## src/rtl/core/twoad_pkg.sv

```systemverilog
// Shared constants, types and helpers of the three-way odds arbitrage detector.
package twoad_pkg;

   localparam int EVENT_WIDTH         = 32;
   localparam int OUTCOME_WIDTH       = 2;
   localparam int PRICE_WIDTH_DEF     = 26;
   localparam int PRICE_FRAC_BITS_DEF = 16;
   localparam int BOOKIE_WIDTH_DEF    = 16;
   localparam int NUM_OUTCOMES        = 3;
   localparam int LEG_WIDTH           = 2;

   localparam logic [OUTCOME_WIDTH-1:0] OUTCOME_HOME = 2'd0;
   localparam logic [OUTCOME_WIDTH-1:0] OUTCOME_DRAW = 2'd1;
   localparam logic [OUTCOME_WIDTH-1:0] OUTCOME_AWAY = 2'd2;

   localparam logic [LEG_WIDTH-1:0] LEG_FIRST = 2'd0;
   localparam logic [LEG_WIDTH-1:0] LEG_MID   = 2'd1;
   localparam logic [LEG_WIDTH-1:0] LEG_FINAL = 2'd2;

   // multiplier operand selects
   typedef enum logic [2:0] {
      MUL_NONE,
      MUL_DA,
      MUL_HA,
      MUL_HD,
      MUL_HD_LO,
      MUL_HD_HI
   } mul_sel_type;

   // what happens to the registered product
   typedef enum logic [2:0] {
      ACC_NONE,
      ACC_LHS_LOAD,
      ACC_LHS_ADD,
      ACC_LHS_ADD_HD,
      ACC_RHS_LOAD,
      ACC_RHS_ADD_HI
   } acc_sel_type;

   typedef struct packed {
      logic        upd;    // fold accepted quote into the bests
      logic        clr;    // drop all kept bests
      logic        snap;   // copy bests into the leg buffer
      mul_sel_type mul;
      acc_sel_type acc;
   } dp_cmd_type;

   // bus width of a word: event, bookie and price, rounded up to bytes
   function automatic int tdata_bits(input int pw, input int bw);
      return ((EVENT_WIDTH + bw + pw + 7) / 8) * 8;
   endfunction

   // legs go out home, away, draw
   function automatic logic [OUTCOME_WIDTH-1:0] leg_outcome(input logic [LEG_WIDTH-1:0] leg);
      logic [OUTCOME_WIDTH-1:0] oc;
      case (leg)
         LEG_FIRST: oc = OUTCOME_HOME;
         LEG_MID:   oc = OUTCOME_AWAY;
         default:   oc = OUTCOME_DRAW;
      endcase
      return oc;
   endfunction

endpackage

```

## src/rtl/core/twoad_dp.sv

```systemverilog
// Datapath: kept best quotes, shared multiplier and the exact arbitrage compare.
module twoad_dp
   import twoad_pkg::*;
#(
   parameter int PRICE_WIDTH     = PRICE_WIDTH_DEF,
   parameter int PRICE_FRAC_BITS = PRICE_FRAC_BITS_DEF,
   parameter int BOOKIE_WIDTH    = BOOKIE_WIDTH_DEF
) (
   input  logic                     clock,
   input  logic                     reset,
   input  dp_cmd_type               cmd,
   input  logic [EVENT_WIDTH-1:0]   in_event,
   input  logic [BOOKIE_WIDTH-1:0]  in_bookie,
   input  logic [OUTCOME_WIDTH-1:0] in_outcome,
   input  logic [PRICE_WIDTH-1:0]   in_price,
   output logic [PRICE_WIDTH-1:0]   best_price[NUM_OUTCOMES],
   output logic [BOOKIE_WIDTH-1:0]  best_bookie[NUM_OUTCOMES],
   output logic [EVENT_WIDTH-1:0]   best_event[NUM_OUTCOMES],
   output logic                     arb
);

   localparam int PROD_W = 2 * PRICE_WIDTH;
   localparam int LHS_W  = 2 * PRICE_WIDTH + 2;
   localparam int RHS_W  = 3 * PRICE_WIDTH;
   localparam int CMP_W  = 3 * PRICE_WIDTH + PRICE_FRAC_BITS + 2;

   logic [PRICE_WIDTH-1:0]  best_price_ff[NUM_OUTCOMES];
   logic [BOOKIE_WIDTH-1:0] best_bookie_ff[NUM_OUTCOMES];
   logic [EVENT_WIDTH-1:0]  best_event_ff[NUM_OUTCOMES];

   logic [PROD_W-1:0]      prod_ff, prod_in;
   logic [PROD_W-1:0]      hd_ff;
   logic [LHS_W-1:0]       lhs_ff;
   logic [RHS_W-1:0]       rhs_ff;
   logic [PRICE_WIDTH-1:0] op_x, op_y;
   logic [PRICE_WIDTH-1:0] p_h, p_d, p_a;
   logic [CMP_W-1:0]       lhs_sh, rhs_ext;

   assign p_h = best_price_ff[OUTCOME_HOME];
   assign p_d = best_price_ff[OUTCOME_DRAW];
   assign p_a = best_price_ff[OUTCOME_AWAY];

   always_ff @(posedge clock) begin
      for (int i = 0; i < NUM_OUTCOMES; i++) begin
         if (reset || cmd.clr) begin
            best_price_ff[i] <= '0;
         end else if (cmd.upd && in_outcome == OUTCOME_WIDTH'(i) &&
                      in_price > best_price_ff[i]) begin
            best_price_ff[i]  <= in_price;
            best_bookie_ff[i] <= in_bookie;
            best_event_ff[i]  <= in_event;
         end
      end
   end

   always_comb begin
      op_x = '0;
      op_y = '0;
      case (cmd.mul)
         MUL_DA:    begin op_x = p_d; op_y = p_a; end
         MUL_HA:    begin op_x = p_h; op_y = p_a; end
         MUL_HD:    begin op_x = p_h; op_y = p_d; end
         MUL_HD_LO: begin op_x = prod_ff[PRICE_WIDTH-1:0]; op_y = p_a; end
         MUL_HD_HI: begin op_x = hd_ff[PROD_W-1:PRICE_WIDTH]; op_y = p_a; end
         default:   begin op_x = '0; op_y = '0; end
      endcase
      prod_in = PROD_W'(op_x) * PROD_W'(op_y);
   end

   always_ff @(posedge clock) begin
      prod_ff <= prod_in;
      case (cmd.acc)
         ACC_LHS_LOAD:   lhs_ff <= LHS_W'(prod_ff);
         ACC_LHS_ADD:    lhs_ff <= lhs_ff + LHS_W'(prod_ff);
         ACC_LHS_ADD_HD: begin
            lhs_ff <= lhs_ff + LHS_W'(prod_ff);
            hd_ff  <= prod_ff;
         end
         ACC_RHS_LOAD:   rhs_ff <= RHS_W'(prod_ff);
         ACC_RHS_ADD_HI: rhs_ff <= rhs_ff + (RHS_W'(prod_ff) << PRICE_WIDTH);
         default:        ;
      endcase
   end

   // (da + ha + hd) * 2^F < hda, all prices present
   assign lhs_sh  = CMP_W'(lhs_ff) << PRICE_FRAC_BITS;
   assign rhs_ext = CMP_W'(rhs_ff);
   assign arb     = (p_h != '0) && (p_d != '0) && (p_a != '0) && (lhs_sh < rhs_ext);

   assign best_price  = best_price_ff;
   assign best_bookie = best_bookie_ff;
   assign best_event  = best_event_ff;

endmodule

```

## src/rtl/core/twoad_legbuf.sv

```systemverilog
// Result buffer: holds the three legs of a found arbitrage and drives the rsp words.
module twoad_legbuf
   import twoad_pkg::*;
#(
   parameter int PRICE_WIDTH  = PRICE_WIDTH_DEF,
   parameter int BOOKIE_WIDTH = BOOKIE_WIDTH_DEF
) (
   input  logic                     clock,
   input  logic                     reset,
   input  logic                     load,
   input  logic [PRICE_WIDTH-1:0]   best_price[NUM_OUTCOMES],
   input  logic [BOOKIE_WIDTH-1:0]  best_bookie[NUM_OUTCOMES],
   input  logic [EVENT_WIDTH-1:0]   best_event[NUM_OUTCOMES],
   output logic                     rsp_tvalid,
   input  logic                     rsp_tready,
   // out_event, out_bookie, out_price, zero fill
   output logic [tdata_bits(PRICE_WIDTH, BOOKIE_WIDTH)-1:0] rsp_tdata,
   output logic [OUTCOME_WIDTH-1:0] rsp_tuser,   // out_outcome
   output logic                     rsp_tlast    // last_leg
);

   localparam int TDATA_W = tdata_bits(PRICE_WIDTH, BOOKIE_WIDTH);

   logic [PRICE_WIDTH-1:0]  leg_price_ff[NUM_OUTCOMES];
   logic [BOOKIE_WIDTH-1:0] leg_bookie_ff[NUM_OUTCOMES];
   logic [EVENT_WIDTH-1:0]  leg_event_ff[NUM_OUTCOMES];
   logic                    pend_ff;
   logic [LEG_WIDTH-1:0]    leg_ff;
   logic                    take;

   assign take = pend_ff && rsp_tready;

   always_ff @(posedge clock) begin
      if (reset) begin
         pend_ff <= 1'b0;
         leg_ff  <= LEG_FIRST;
      end else if (load) begin
         pend_ff <= 1'b1;
         leg_ff  <= LEG_FIRST;
      end else if (take) begin
         if (leg_ff == LEG_FINAL) begin
            pend_ff <= 1'b0;
            leg_ff  <= LEG_FIRST;
         end else begin
            leg_ff <= leg_ff + LEG_WIDTH'(1);
         end
      end
   end

   // stored already in send order
   always_ff @(posedge clock) begin
      if (load) begin
         for (int k = 0; k < NUM_OUTCOMES; k++) begin
            leg_price_ff[k]  <= best_price[leg_outcome(LEG_WIDTH'(k))];
            leg_bookie_ff[k] <= best_bookie[leg_outcome(LEG_WIDTH'(k))];
            leg_event_ff[k]  <= best_event[leg_outcome(LEG_WIDTH'(k))];
         end
      end
   end

   assign rsp_tvalid = pend_ff;
   assign rsp_tdata  = TDATA_W'({leg_price_ff[leg_ff], leg_bookie_ff[leg_ff],
                                 leg_event_ff[leg_ff]});
   assign rsp_tuser  = leg_outcome(leg_ff);
   assign rsp_tlast  = (leg_ff == LEG_FINAL);

   a_load_idle: assert property (@(posedge clock) disable iff (reset)
      load |-> !pend_ff)
      else $error("leg buffer loaded while words still pending");

   a_final_drains: assert property (@(posedge clock) disable iff (reset)
      (take && leg_ff == LEG_FINAL) |=> !pend_ff)
      else $error("leg buffer still valid after final leg taken");

   a_hold_stalled: assert property (@(posedge clock) disable iff (reset)
      (rsp_tvalid && !rsp_tready) |=>
         (rsp_tvalid && $stable(rsp_tdata) && $stable(rsp_tuser) && $stable(rsp_tlast)))
      else $error("rsp word changed while stalled");

endmodule

```

## src/rtl/core/twoad_ctrl.sv

```systemverilog
// Controller: quote intake and the multiply/compare sequence after a last quote.
module twoad_ctrl
   import twoad_pkg::*;
(
   input  logic       clock,
   input  logic       reset,
   input  logic       req_tvalid,
   input  logic       req_tlast,
   output logic       req_tready,
   input  logic       arb,
   input  logic       buf_busy,
   output dp_cmd_type cmd
);

   typedef enum logic [2:0] {
      S_IDLE,
      S_M1,
      S_M2,
      S_M3,
      S_M4,
      S_M5,
      S_M6,
      S_CMP
   } state_type;

   state_type state_ff, state_in;
   logic      accept;

   assign req_tready = (state_ff == S_IDLE);
   assign accept     = req_tvalid && req_tready;

   always_comb begin
      state_in = state_ff;
      cmd      = '{upd: 1'b0, clr: 1'b0, snap: 1'b0, mul: MUL_NONE, acc: ACC_NONE};
      unique case (state_ff)
         S_IDLE: begin
            cmd.upd = accept;
            if (accept && req_tlast) begin
               state_in = S_M1;
            end
         end
         S_M1: begin
            cmd.mul  = MUL_DA;
            state_in = S_M2;
         end
         S_M2: begin
            cmd.mul  = MUL_HA;
            cmd.acc  = ACC_LHS_LOAD;
            state_in = S_M3;
         end
         S_M3: begin
            cmd.mul  = MUL_HD;
            cmd.acc  = ACC_LHS_ADD;
            state_in = S_M4;
         end
         S_M4: begin
            cmd.mul  = MUL_HD_LO;
            cmd.acc  = ACC_LHS_ADD_HD;
            state_in = S_M5;
         end
         S_M5: begin
            cmd.mul  = MUL_HD_HI;
            cmd.acc  = ACC_RHS_LOAD;
            state_in = S_M6;
         end
         S_M6: begin
            cmd.acc  = ACC_RHS_ADD_HI;
            state_in = S_CMP;
         end
         S_CMP: begin
            // hold the bests until the previous legs are gone
            if (!arb) begin
               cmd.clr  = 1'b1;
               state_in = S_IDLE;
            end else if (!buf_busy) begin
               cmd.snap = 1'b1;
               cmd.clr  = 1'b1;
               state_in = S_IDLE;
            end
         end
         default: state_in = S_IDLE;
      endcase
   end

   always_ff @(posedge clock) begin
      if (reset) begin
         state_ff <= S_IDLE;
      end else begin
         state_ff <= state_in;
      end
   end

   a_last_starts_check: assert property (@(posedge clock) disable iff (reset)
      (accept && req_tlast) |=> (state_ff == S_M1))
      else $error("last quote did not start the check");

   a_snap_needs_room: assert property (@(posedge clock) disable iff (reset)
      cmd.snap |-> (!buf_busy && arb && cmd.clr))
      else $error("snapshot without room, arbitrage or clear");

   a_no_upd_busy: assert property (@(posedge clock) disable iff (reset)
      cmd.upd |-> !cmd.clr)
      else $error("quote folded in while bests are cleared");

endmodule

```

## src/rtl/core/three_way_odds_arbitrage_detector.sv

```systemverilog
// Top level of the three-way odds arbitrage detector.
//
// req channel: one quote per word, tlast on the final quote of an event.
//   tdata = event, bookie, price; tuser = outcome (0 home, 1 draw, 2 away, 3 ignored).
// rsp channel: three legs per arbitrage, home, away, draw; tlast on the draw leg.
// Quotes are taken one per cycle while the sequencer is idle; each keeps the
// strictly highest price per outcome. After a last quote, req_tready drops while
// one shared multiplier works through five products (da, ha, hd, hd_lo*a, hd_hi*a)
// and the exact compare. When it finds arbitrage, the legs then sit
// in a 3-entry buffer, so new quotes flow while the receiver stalls. A further
// last quote that finds arbitrage waits in the compare step until the buffer empties.
// Reset clears the kept bests, the sequencer and the leg buffer; no words are
// valid afterward and req_tready is already high from the first reset edge on.
module three_way_odds_arbitrage_detector
   import twoad_pkg::*;
#(
   parameter int PRICE_WIDTH     = PRICE_WIDTH_DEF,
   parameter int PRICE_FRAC_BITS = PRICE_FRAC_BITS_DEF,
   parameter int BOOKIE_WIDTH    = BOOKIE_WIDTH_DEF
) (
   input  logic                     clock,
   input  logic                     reset,
   input  logic                     req_tvalid,
   output logic                     req_tready,
   // event_ident, bookie_ident, price, zero fill
   input  logic [tdata_bits(PRICE_WIDTH, BOOKIE_WIDTH)-1:0] req_tdata,
   input  logic [OUTCOME_WIDTH-1:0] req_tuser,   // outcome_code
   input  logic                     req_tlast,   // last_quote
   output logic                     rsp_tvalid,
   input  logic                     rsp_tready,
   // out_event, out_bookie, out_price, zero fill
   output logic [tdata_bits(PRICE_WIDTH, BOOKIE_WIDTH)-1:0] rsp_tdata,
   output logic [OUTCOME_WIDTH-1:0] rsp_tuser,   // out_outcome
   output logic                     rsp_tlast    // last_leg
);

   localparam int BOOKIE_LSB = EVENT_WIDTH;
   localparam int PRICE_LSB  = EVENT_WIDTH + BOOKIE_WIDTH;

   dp_cmd_type              cmd;
   logic                    arb;
   logic [PRICE_WIDTH-1:0]  best_price[NUM_OUTCOMES];
   logic [BOOKIE_WIDTH-1:0] best_bookie[NUM_OUTCOMES];
   logic [EVENT_WIDTH-1:0]  best_event[NUM_OUTCOMES];

   twoad_ctrl u_ctrl (
      .clock      (clock),
      .reset      (reset),
      .req_tvalid (req_tvalid),
      .req_tlast  (req_tlast),
      .req_tready (req_tready),
      .arb        (arb),
      .buf_busy   (rsp_tvalid),
      .cmd        (cmd)
   );

   twoad_dp #(
      .PRICE_WIDTH     (PRICE_WIDTH),
      .PRICE_FRAC_BITS (PRICE_FRAC_BITS),
      .BOOKIE_WIDTH    (BOOKIE_WIDTH)
   ) u_dp (
      .clock       (clock),
      .reset       (reset),
      .cmd         (cmd),
      .in_event    (req_tdata[EVENT_WIDTH-1:0]),
      .in_bookie   (req_tdata[BOOKIE_LSB +: BOOKIE_WIDTH]),
      .in_outcome  (req_tuser),
      .in_price    (req_tdata[PRICE_LSB +: PRICE_WIDTH]),
      .best_price  (best_price),
      .best_bookie (best_bookie),
      .best_event  (best_event),
      .arb         (arb)
   );

   twoad_legbuf #(
      .PRICE_WIDTH  (PRICE_WIDTH),
      .BOOKIE_WIDTH (BOOKIE_WIDTH)
   ) u_legbuf (
      .clock       (clock),
      .reset       (reset),
      .load        (cmd.snap),
      .best_price  (best_price),
      .best_bookie (best_bookie),
      .best_event  (best_event),
      .rsp_tvalid  (rsp_tvalid),
      .rsp_tready  (rsp_tready),
      .rsp_tdata   (rsp_tdata),
      .rsp_tuser   (rsp_tuser),
      .rsp_tlast   (rsp_tlast)
   );

endmodule

```

## config.mk

```make
export PLATFORM = sky130hd
export DESIGN_NAME = three_way_odds_arbitrage_detector
export DESIGN_NICKNAME = d
export VERILOG_FILES = /design/src/rtl/core/twoad_pkg.sv /design/src/rtl/core/twoad_dp.sv /design/src/rtl/core/twoad_legbuf.sv /design/src/rtl/core/twoad_ctrl.sv /design/src/rtl/core/three_way_odds_arbitrage_detector.sv
export SDC_FILE = /design/constraint.sdc
export NUM_CORES = 2
export LEC_CHECK = 0
export ABC_AREA = 1
export BUFFER_PORTS_ARGS = -buffer_cell sky130_fd_sc_hd__buf_2
export CAP_MARGIN = 10
export CORE_ASPECT_RATIO = 0.7
export CORE_UTILIZATION = 45
export CTS_CLUSTER_DIAMETER = 30
export CTS_CLUSTER_SIZE = 12
export DETAILED_ROUTE_END_ITERATION = 8
export HOLD_SLACK_MARGIN = 0.12
export PLACE_DENSITY = 0.58
export RECOVER_POWER = 100
export REMOVE_ABC_BUFFERS = 1
export SETUP_SLACK_MARGIN = 0.5
export SYNTH_ARGS = -nofsm -noshare
export SYNTH_HDL_FRONTEND = slang
export SYNTH_SLANG_ARGS = --single-unit
```

## constraint.sdc

```tcl
create_clock -name clock -period 21.9 [get_ports clock]
set_input_delay 4.38 -clock clock [delete_from_list [all_inputs] [get_ports clock]]
set_output_delay 4.38 -clock clock [all_outputs]
set_load 0.005 [all_outputs]
```

==> results by group <==
Clock tree
  • Bufs on Longest Clock Path: 3
  • CTS tree: done
  • Clock Sinks: between 600 and 700
  • Post-CTS Resized: 0
  • Hold-fix buffers at CTS: 0
  • Root buffer cell: clkbuf_16
  • Clock transition at path regs: around 0.050 ns
  • Inserted Clock Buffers: between 100 and 150
  • Setup bufs post-CTS: 0
  • CTS HTree Levels: 4
  • Worst-Skew Late Latency: ~0.79 ns

Floorplan
  • Cell Rows: between 100 and 150
  • Die W: about 430 um
  • I/O pin cnt: approximately 170
  • Core ar.: ~130,000 um2
  • Initial core utilization: 0.456
  • Die area: 132,000 um2
  • Die height: 305 um

Worst setup path
  • Critical Path RT: ~23 ns
  • CP Class: reg2reg
  • Worst reg2reg setup slack: approximately 9.6 ns
  • R2R Path End: u_dp.prod_ff[36]
  • Crit path from: u_ctrl.state_ff[2]
  • Worst endpoint data arrival time: between 10 and 15 ns
  • Worst r2r path cells: 26
  • Crit path capture type: register
  • Critical Path Source Type: register
  • Peak fanout along the critical path: 52
  • Worst reg2reg path startpoint: u_ctrl.state_ff[2]

Drt
  • Initial DRC count: roughly 4,700
  • Drc violations: 0
  • First-pass DRT Iterations: 6
  • WL/cell: 21.5 um
  • Aggregate routed wire length: 193,000 um
  • Antenna viol nets, final: 0
  • Vias: roughly 48,000
  • Vias/cell: 5.31

Global route
  • Vias in the first global route: approximately 46,000
  • GRT Util Overall: 0.296
  • Grt ovf: 0
  • Largest net degree at the start of global routing: about 160
  • Global-route wire length before repair: just under 300,000 um
  • Initial antenna violation count: 9

Placement
  • Gp weighted congestion: around 1.0
  • I/O Buffers: ~160
  • Hpwl dp: approximately 150,000 um

Flow run
  • Max-cap viol count: 19

Yosys
  • Netlist cell types: just under 60
  • FF+latch count, synth: 662
  • Gate Count Post-Synth: around 7,000
  • Synthesized area per cell: ~8.4 um2
  • EDFF count, synth: 524
  • Asr flop ratio synth: 0
  • Register area share after synthesis: 0.314
  • Post-synth top flop: edfxtp_1
  • Mapped cell area: around 60,000 um2
  • Synth warnings: 0

Pwr
  • Worst VDD drop: 0.0792 mV
  • Design Power: 3.84 mW
  • P_leak: about 32 nW
  • Pwr/cell area: 58.6 nW/um2

Hold path
  • Hold depth: 0
  • Min-Delay Path Class: reg2reg
  • Hold Path Sink: u_legbuf.leg_event_ff[1][20]
  • Min-delay src: u_dp.best_event[20]

STA
  • Setup total negative slack: 0 ns
  • Hold Violations, Final: 0
  • Period utilisation layout: 0.561
  • Minimum clock period: 12.29 ns
  • Max Slew Vio Count: a little under 1,000
  • Tightest Pin Transition: about 8.4 ns
  • Final setup violation count: 0
  • RSZ-0062 raised after global routing: no
  • Fmax: 0.0814 GHz
  • Rel. slew slack: -4.57
  • Worst clock skew: ~0.065 ns

Final layout
  • Final nets: just over 8,000
  • Fillers: around 12,000
  • Register area: roughly 19,000 um2
  • Multi-input logic area: approximately 33,000 um2
  • Share of cells above drive strength 1: 0.0539
  • Most frequent cells in the layout: 1,653 x nand2_1, 1,524 x inv_1, 636 x nor2_1
  • Area Overhead vs Synth: 11.6%
  • Commonest non-fill, non-tap cell in the layout: nand2_1

Status
  • Outcome: finished, violations left
  • Failing checks: capacitance limit, slew limit
==> state kept, by name, indices dropped and copies added (netlist names), named ones only <==
register and cells:
u_legbuf.leg_event_ff 96, u_dp.best_event 96, u_dp.rhs_ff 78, u_dp.p_d 26, u_dp.p_a 26, u_dp.best_bookie 48
u_ctrl.state_ff 3, u_dp.prod_ff 52, u_dp.p_h 26, u_legbuf.leg_ff 2, u_dp.hd_ff 26, u_legbuf.leg_bookie_ff 48
u_legbuf.leg_price_ff 78, u_dp.lhs_ff 54, u_legbuf.rsp_tvalid 1
==> routing by layer <==
metal	up-vias	wire length (um)	global-route usage
met1	23100	87000	0.436
met4	6	5030	0.0836
li1	22200	-	-
met5	-	111	0
met2	2189	76400	0.403
met3	297	24600	0.106
==> metrics by stage <==
step | cells | worst slack, ns | instance area [um2] | utilization | hold WS, ns
global route | 8998 | 9.00 | 65600 | 0.508 | 0.391
global placement | 8752 | 13.56 | 61200 | 0.474 | 0.400
finish | 9003 | 9.61 | 65600 | 0.508 | 0.388
floorplan | 6788 | 10.47 | 57700 | - | 0.400
CTS | 8996 | 13.44 | 66000 | 0.511 | 0.387
detailed placement | 8752 | 13.54 | 61200 | 0.474 | 0.405
==> worst max-delay path, cell delays in order (launching register included) <==
cell and delay (ns):
dfxtp_1 0.49, clkinvlp_2 0.47, nor2_1 3.13, nand2_1 0.23, o2111ai_2 0.23, clkbuf_1 1.55, nand2_1 0.24, fa_1 0.58
fa_1 0.54, inv_1 0.05, fa_1 0.50, fa_1 0.55, fa_1 0.52, fa_1 0.54, inv_1 0.05, fa_1 0.55
inv_1 0.05, ha_1 0.40, nand2_1 0.14, nor2_1 0.13, inv_1 0.11, nor2_1 0.13, and3_1 0.16, nand2_1 0.05
nand3_1 0.24, a21oi_1 0.13, xnor2_1 0.30
==> synth_stat cells, drive strengths merged (11+ instances only) <==
library cell | instances | area [um2]
a21o | 24 | 180
a21oi | 421 | 2130
a31oi | 39 | 244
buf | 162 | 1010
clkbuf | 45 | 169
dfxtp | 138 | 2760
edfxtp | 524 | 15700
fa | 576 | 11500
ha | 426 | 5330
inv | 1534 | 5760
nand2 | 1655 | 6230
nand3 | 241 | 1220
nand3b | 11 | 82.6
nand4 | 48 | 300
nor2 | 641 | 2440
nor3 | 44 | 225
nor4 | 13 | 81.3
o2111ai | 21 | 297
o211ai | 13 | 118
o21ai | 222 | 1130
o21bai | 24 | 180
o22ai | 25 | 463
xnor2 | 40 | 350
xor2 | 50 | 438
==> final cells by class <==
| cell class | count | area share |
|---|---|---|
| inverters | 1534 | 0.0878 |
| diodes | 7 | 0.000267 |
| well taps | 1736 | 0.0331 |
| flip-flops and latches | 662 | 0.282 |
| multi-input cells | 4592 | 0.509 |
| clock buffers | 154 | 0.0528 |
| clock inverters | 90 | 0.0189 |
| repair buffers | 228 | 0.0165 |
==> report_power, final <==
part | internal [mW] | switching [mW] | leakage, nW
logic | 0.0889 | 0.248 | 24.4
clock network | 1.33 | 0.753 | 2.25
registers | 1.39 | 0.0344 | 5.81
==> logic make-up after synthesis <==
logic type	share of synthesized area
other	0.0000637
DFF	0.314
buffers and inverters	0.118
xor gates and xnor gates	0.0134
and+or+nand+nor	0.181
AOI/OAI and AO/OA	0.0861
adders and majority gates	0.287
==> how the worst max path moves through the flow <==
stage | slack, ns | end
finish | 9.61 | u_dp.prod_ff[36]
global route | 9.00 | u_dp.prod_ff[36]
CTS | 13.44 | u_dp.prod_ff[39]
detailed placement | 13.54 | u_dp.prod_ff[39]
global placement | 13.56 | u_dp.prod_ff[39]
floorplan | 10.47 | u_legbuf.leg_bookie_ff[0][0]
Power figures use the tool's default switching activity.
